**src/rtl/kvt_pkg.sv**
```systemverilog
`timescale 1ns / 1ps

package kvt_pkg;

    // table geometry
    localparam int TABLE_DEPTH = 64;
    localparam int NAME_BYTES  = 8;
    localparam int VALUE_WIDTH = 32;

    localparam int NAME_W = 8 * NAME_BYTES;
    localparam int IDX_W  = $clog2(TABLE_DEPTH);
    localparam int CNT_W  = $clog2(TABLE_DEPTH + 1);

    // port field widths
    localparam int KEY_FIELD_W  = 64;
    localparam int WVAL_FIELD_W = 32;
    localparam int RVAL_FIELD_W = 32;
    localparam int SLOT_W       = 7;
    localparam int STATUS_W     = 2;

    typedef enum logic {
        OP_READ  = 1'b0,
        OP_WRITE = 1'b1
    } kvt_op_t;

    typedef enum logic [STATUS_W-1:0] {
        STATUS_DONE      = 2'd0,
        STATUS_NOT_FOUND = 2'd1,
        STATUS_FULL      = 2'd2
    } kvt_status_t;

    // controller to datapath
    typedef struct packed {
        logic load;
        logic scan;
        logic commit;
    } kvt_cmd_t;

    // datapath to controller
    typedef struct packed {
        logic more;
        logic pend;
        logic match;
        logic out_free;
    } kvt_sts_t;

endpackage

```
**src/rtl/kvt_ctrl.sv**
```systemverilog
`timescale 1ns / 1ps

module kvt_ctrl
    import kvt_pkg::*;
(
    input  logic     aclk,
    input  logic     aresetn,
    input  logic     s_tvalid,
    output logic     s_tready,
    input  kvt_sts_t sts,
    output kvt_cmd_t cmd
);

    typedef enum logic [1:0] {
        ST_IDLE,
        ST_SCAN,
        ST_FINISH
    } state_t;

    state_t state_reg, state_next;

    always_comb begin
        state_next = state_reg;
        cmd        = '0;
        unique case (state_reg)
            ST_IDLE: begin
                if (s_tvalid) begin
                    cmd.load   = 1'b1;
                    state_next = ST_SCAN;
                end
            end
            ST_SCAN: begin
                cmd.scan = 1'b1;
                if (sts.match || (!sts.pend && !sts.more)) begin
                    state_next = ST_FINISH;
                end
            end
            ST_FINISH: begin
                if (sts.out_free) begin
                    cmd.commit = 1'b1;
                    state_next = ST_IDLE;
                end
            end
            default: state_next = ST_IDLE;
        endcase
    end

    assign s_tready = (state_reg == ST_IDLE);

    always_ff @(posedge aclk) begin
        if (!aresetn) begin
            state_reg <= ST_IDLE;
        end else begin
            state_reg <= state_next;
        end
    end

endmodule

```
**config.mk**
```make
export PLATFORM = sky130hd
export DESIGN_NAME = kvt_ctrl
export DESIGN_NICKNAME = d
export VERILOG_FILES = /design/src/rtl/kvt_pkg.sv /design/src/rtl/kvt_ctrl.sv
export SDC_FILE = /design/constraint.sdc
export NUM_CORES = 1
export LEC_CHECK = 0
export BUFFER_PORTS_ARGS = -buffer_cell sky130_fd_sc_hd__buf_2
export CORE_AREA = 3 3 40 42
export CTS_CLUSTER_SIZE = 8
export DETAILED_ROUTE_END_ITERATION = 8
export DIE_AREA = 0 0 43 45
export PLACE_DENSITY = 0.4
export SLEW_MARGIN = 20
export SYNTH_ARGS = -nofsm -noshare
export SYNTH_HDL_FRONTEND = slang
export SYNTH_SLANG_ARGS = --single-unit
```
**constraint.sdc**
```tcl
create_clock -name aclk -period 2.4 [get_ports aclk]
set_clock_uncertainty 0.1 [all_clocks]
set_input_delay 0.24 -clock aclk [delete_from_list [all_inputs] [get_ports aclk]]
set_output_delay 0.24 -clock aclk [all_outputs]
set_load 0.01 [all_outputs]
```
# == Yosys cells after proc, flatten, opt, wreduce, memory -nomap -nowiden ==
# Cells that the tools add are included.
# classes
reduce_logical,6
n_eq_ne,5
mux,9
# ops
cell,n
$mux W2,3
$ne A2 B2 Y1 const B,3
$pmux W2 S3,1
$mux W1,5
$reduce_and A3 Y1,1
$eq A2 B1 Y1 const B,1
$eq A2 B2 Y1 const B,1
$logic_not A1 Y1,2
$logic_not A2 Y1,1
$logic_and A1 B1 Y1,1
$logic_or A1 B1 Y1,1
# word_totals
wordCells,21
inputBits,7
out_inout_bits,4
regBits,2

# == Longest topological paths before layout ==
# Gate-level depths: netlist of the first run.
# logic_depth
word_depth,5
mapped_depth,2
depth_no_buf,2

# == Least setup slack after synthesis of the first run ==
# No wires, ideal clock.
# synth_path
path_kind,reg-to-output
start,register state_reg[0]
end,output cmd[2] (netlist name)
n_path_buf,0
required_ns,2.060
arrival_time_ns,0.731
path_slack_ns,1.329
path_stages_with_launch,3
path_cell_list,dfxtp_1 nor2_1 and2_1
# synth_rtl
item,line,rtl
from (decl),kvt_ctrl.sv:20,"state_t state_reg, state_next;"
from (signal assigned),kvt_ctrl.sv:54,state_reg <= state_next;
to (decl),kvt_ctrl.sv:11,output kvt_cmd_t cmd

==> out/results.txt, run 1 <==
Worst VDD drop: 0.153 mV
CTS Buffer Depth: 2
clock latency on the worst-skew pair: 0.22 ns
clock transition at the registers of the reported paths: 0.03 ns
Final Hold Fails: 0
pwr/cell area: 660 nW/µm²
clk root buf: clkbuf_4
Yosys top cell area share: 33.7%
Crit Path Class: register to output pin
post-layout min period: 1.33 ns
GR Util All Layers: 4.90%
Netlist cell types: 11
largest net degree at the start of global routing: 7
post-synthesis mux area share: 0%
Syn Area/Cell: 9.14 µm²
antenna cells: 0
cells along the critical path: nor2_1 -> and2_1 -> buf_2
Post-CTS Setup Inserts: 0
total CTS buffers: 3
Arrival @ worst endpoint: 0.99 ns
final instance area: 210 µm²
Synth area leaders: dfxtp_1 (34%), nand4bb_1 (9.5%), nor4bb_1 (8.4%), o21ba_1 (8.4%), a31o_1 (7.4%)
Fill cells: 144
Cell Rows: 13
Final Max Tran Viols: 0
HP Class: input port to register
critical path endpoint category: output pin
Die H: 45 µm
first-pass GRT wire length: 614 µm
Simple-Gate Fraction of Synth Area: 46.3%
Slew @ Worst Pin: 0.223 ns
crit path launch type: register
period utilization: 55.3%
slew margin rel.: 84.9%
Port Buffers: 10
setup slack, reg-to-reg: 1.49 ns
initial antenna violation count: 0
synthesized flop and latch total: 2
# IOs: 11
post-synthesis compound-gate area fraction: 20.0%
area leader, netlist: dfxtp_1
maximum clock frequency: 753 MHz
commonest non-fill, non-tap cells in the layout: buf_2 (10), clkbuf_4 (3), nor2_1 (2), dfxtp_1 (2)
adder-cell area share of the yosys netlist: 0%
RSZ-0062 raised after global routing: no
Overflow after GRT: 0
initial DRC count: 3
Die Wd: 43 µm
layout cells sized above 1: 53.8%
Post-CTS Hold Buffers: 0
critical path data required time: 2.06 ns
sequential fraction of the synthesis area: 33.7%
global placement routability congestion: 0.609
syn_nets: 20
DR WL/cell: 8.98 µm
post-DP HPWL: 286 µm
Vias/cell: 3.44
Max FO, Critical Path: 6
Post-Synth XOR/XNOR Area: 0%
Synth Cell Area: 119 µm²
post-route ant nets: 0
main combinational cell family by area after synthesis: simple AND/OR/NAND/NOR gates
Nets: 35
die area: 1940 µm²
Initial Utilization: 9.25%
htree depth: 1
cts repair resizes: 0
crit-path max cell delay: 0.41 ns
slowest CP cell: dfxtp_1
DR vias: 141
CTS tree: built
Placed Area: 188 µm²
area delta synth->final: 76.8%
DRC Markers: 0
Num Clock Sinks: 2
vias in the first global route: 166
Core Area: 1280 µm²
max_cap viols: 0
DR pass1 iterations: 3
run status: completed
final setup vio count: 0
max FFs per register: 2
TNS Setup: 0 ns
Synthesis Warnings: 0
Lkg Pwr: 0.000101 µW
Syn Inst Count: 13
DRT Wirelength: 368 µm
most common cell after layout, fill and taps aside: buf_2
==> layer usage <==
metal | vias up | GRT usage, % | share of wire [%] | wire, µm
met5 | - | 0 | 0 | 0
li1 | 75 | - | - | -
met4 | 0 | 7.23 | 0 | 0
met2 | 10 | 5.09 | 32 | 116
met1 | 56 | 4.07 | 44 | 163
met3 | 0 | 5.18 | 24 | 87
==> kinds of logic after synthesis <==
| family | count (synthesis) |
|---|---|
| DFF | 2 |
| and+or+nand+nor | 8 |
| AOI/OAI and AO/OA | 3 |
==> power breakdown <==
part / internal (µW) / switching [µW]
clock: 55.1 / 18.4
combinational: 14.3 / 11.3
sequential: 36.1 / 3.45
==> synthesized netlist by cell type <==
cell / number
o21ba_1: 1
nor2_1: 2
nor2b_2: 1
nand3b_1: 1
nand4bb_1: 1
and2_1: 1
dfxtp_1: 2
a31o_1: 1
nand2_1: 1
o21ai_1: 1
nor4bb_1: 1
==> per-stage QoR <==
stage | hold WS [ns] | worst slack (ns) | cells | util (%) | power, µW
6_report | 0.190 | 1.07 | 41 | 16.4 | 139
5_1_grt | 0.191 | 0.999 | 41 | 16.4 | 154
4_1_cts | 0.177 | 1.07 | 41 | 16.4 | 143
3_5_place_dp | 0.411 | 1.31 | 38 | 14.6 | 65.7
3_3_place_gp | 0.420 | 1.31 | 38 | 14.6 | 66.2
2_1_floorplan | 0.275 | 1.33 | 13 | - | 52.7
==> path summary, 6_finish.rpt <==
check               startpoint           end  cells after the start
setup / recovery  state_reg[1]        cmd[2]                      3
hold / removal         aresetn  state_reg[0]                      2
setup reg to reg  state_reg[0]  state_reg[0]                      2
hold reg to reg   state_reg[0]  state_reg[1]                      2
==> critical path: cells and delay by family (launching register included) <==
kind	cells	cell delay (ns)
DFF	1	0.41
buffers and inverters	1	0.13
and+or+nand+nor	2	0.22
==> area by class of cell <==
type | instances | area, µm² | area share (%)
repair buffers | 10 | 50.0 | 23.8
well taps | 15 | 18.8 | 8.93
multi-input cells | 11 | 78.8 | 37.5
flip-flops and latches | 2 | 40.0 | 19.0
clock buffers | 3 | 22.5 | 10.7
Power figures use the tool's default switching activity.
==> run 2, diff against run 1 <==
PLACE_DENSITY = 0.41   (was 0.4)
clock period = 1.2 ns   (was 2.4 ns; I/O delays follow)
==> out/results.txt, run 2 (synthesis results as in run 1) <==
critical path endpoint category: output pin (unchanged)
# IOs: 11 (unchanged)
Crit Path Class: register to output pin (unchanged)
period utilization: 95.2%
antenna cells: 0 (unchanged)
Die H: 45 µm (unchanged)
clock latency on the worst-skew pair: 0.22 ns (about the same)
post-layout min period: 1.14 ns
DRT Wirelength: 415 µm (was 368 µm)
htree depth: 1 (unchanged)
DRC Markers: 0 (unchanged)
critical path data required time: 0.98 ns (was 2.06 ns)
Arrival @ worst endpoint: 0.92 ns (was 0.99 ns)
max_cap viols: 0 (unchanged)
CTS tree: built (unchanged)
Port Buffers: 10 (unchanged)
pwr/cell area: 1250 nW/µm² (was 660 nW/µm²)
Cell Rows: 13 (unchanged)
crit path launch type: register (unchanged)
Initial Utilization: 9.25% (unchanged)
Core Area: 1280 µm² (unchanged)
Slew @ Worst Pin: 0.248 ns (was 0.223 ns)
Lkg Pwr: 0.000112 µW (was 0.000101 µW)
worst setup path startpoint: state_reg[1] (unchanged)
Placed Cells: 38 (unchanged)
first-pass GRT wire length: 745 µm (was 614 µm)
maximum clock frequency: 875 MHz
Final Hold Fails: 0 (unchanged)
Worst R2R Path Depth: 2 (unchanged)
area delta synth->final: 97.9% (was 76.8%)
total CTS buffers: 3 (unchanged)
global placement routability congestion: 0.709 (was 0.609)
slew margin rel.: 83.3% (was 84.9%)
Nets: 36 (was 35)
max FFs per register: 2 (unchanged)
commonest non-fill, non-tap cells in the layout: buf_2 (9), clkbuf_4 (3), buf_4 (2) (was buf_2 (10), clkbuf_4 (3), nor2_1 (2), dfxtp_1 (2))
Final Max Tran Viols: 0 (unchanged)
overall power: 294 µW (was 139 µW)
run status: completed (unchanged)
DR pass1 iterations: 2 (was 3)
DR WL/cell: 9.88 µm (was 8.98 µm)
CP endpoint: cmd[2] (unchanged)
setup slack, reg-to-reg: 0.27 ns (was 1.49 ns)
Post-CTS Hold Buffers: 0 (unchanged)
layout cells sized above 1: 70.4% (was 53.8%)
RSZ-0062 raised after global routing: no (unchanged)
largest net degree at the start of global routing: 7 (unchanged)
Max FO, Critical Path: 6 (unchanged)
Num Clock Sinks: 2 (unchanged)
Worst VDD drop: 0.424 mV (was 0.153 mV)
DR vias: 142 (was 141)
die area: 1940 µm² (unchanged)
TNS Setup: 0 ns (unchanged)
final setup vio count: 0 (unchanged)
HP Class: input port to register (unchanged)
Vias/cell: 3.38 (was 3.44)
GR Util All Layers: 5.74% (was 4.90%)
initial antenna violation count: 0 (unchanged)
initial DRC count: 1 (was 3)
most common cell after layout, fill and taps aside: buf_2 (unchanged)
r2r startpoint: state_reg[0] (unchanged)
vias in the first global route: 174 (was 166)
Overflow after GRT: 0 (unchanged)
Cell Count, Final, Fillers Out: 42 (was 41)
clk root buf: clkbuf_4 (unchanged)
clock transition at the registers of the reported paths: 0.03 ns (about the same)
post-route ant nets: 0 (unchanged)
Die Wd: 43 µm (unchanged)
CTS Buffer Depth: 2 (unchanged)
R2R Path End: state_reg[0] (unchanged)
## run 2: worst max-delay path, cell delays in order (launching register included)
cell     delay (ns)
dfxtp_4        0.35
nor2_4         0.10
and2_4         0.13
buf_4          0.11
## run 2: area by class of cell
| cell class | instances | area, µm² |
|---|---|---|
| multi-input combinational | 11 | 88.8 |
| clock buffer | 3 | 22.5 |
| tap | 15 | 18.8 |
| fill | 145 | 1050 |
| timing repair buffer | 11 | 60.1 |
| sequential | 2 | 45.0 |
## run 2: worst min-delay path by stage
stage,startpoint,end,slack [ns],cells past startpoint
6_report,aresetn,state_reg[0],0.06,2
5_1_grt,aresetn,state_reg[0],0.07,2
4_1_cts,aresetn,state_reg[0],0.05,2
3_5_place_dp,aresetn,state_reg[0],0.29,2
3_3_place_gp,aresetn,state_reg[0],0.30,2
2_1_floorplan,aresetn,state_reg[0],0.15,1
## run 2: stage by stage
stage / hold WS, ns / util, % / cell area (µm²) / worst slack, ns
2_1_floorplan: 0.155 / - / 119 / 0.249
3_3_place_gp: 0.300 / 14.6 / 188 / 0.231
3_5_place_dp: 0.294 / 14.6 / 188 / 0.236
4_1_cts: 0.0549 / 16.6 / 213 / 0.0433
5_1_grt: 0.0721 / 18.3 / 235 / 0.00504
6_report: 0.0632 / 18.3 / 235 / 0.0571
## run 2: repair_timing
item | CTS | global route
buffers inserted | 0 | 1
setup endpoints to repair | 1 | 1
pin swaps | 0 | 1
gates resized for setup | 2 | 5
## run 2: layer usage
metal / wire length, µm / vias to the layer above / track usage, %
li1: - / 77 / -
met1: 241 / 55 / 7.91
met2: 124 / 10 / 4.49
met3: 49 / 0 / 4.78
met4: 0 / 0 / 5.42
met5: 0 / - / 0
## run 2: report_power, final
part	leakage (µW)	total (µW)	internal, µW	switching, µW
registers	0.0000175	81.7	72.1	9.51
logic	0.0000806	64.4	39.7	24.7
clock network	0.0000138	148	110	37.5
total	0.000112	294	222	71.7
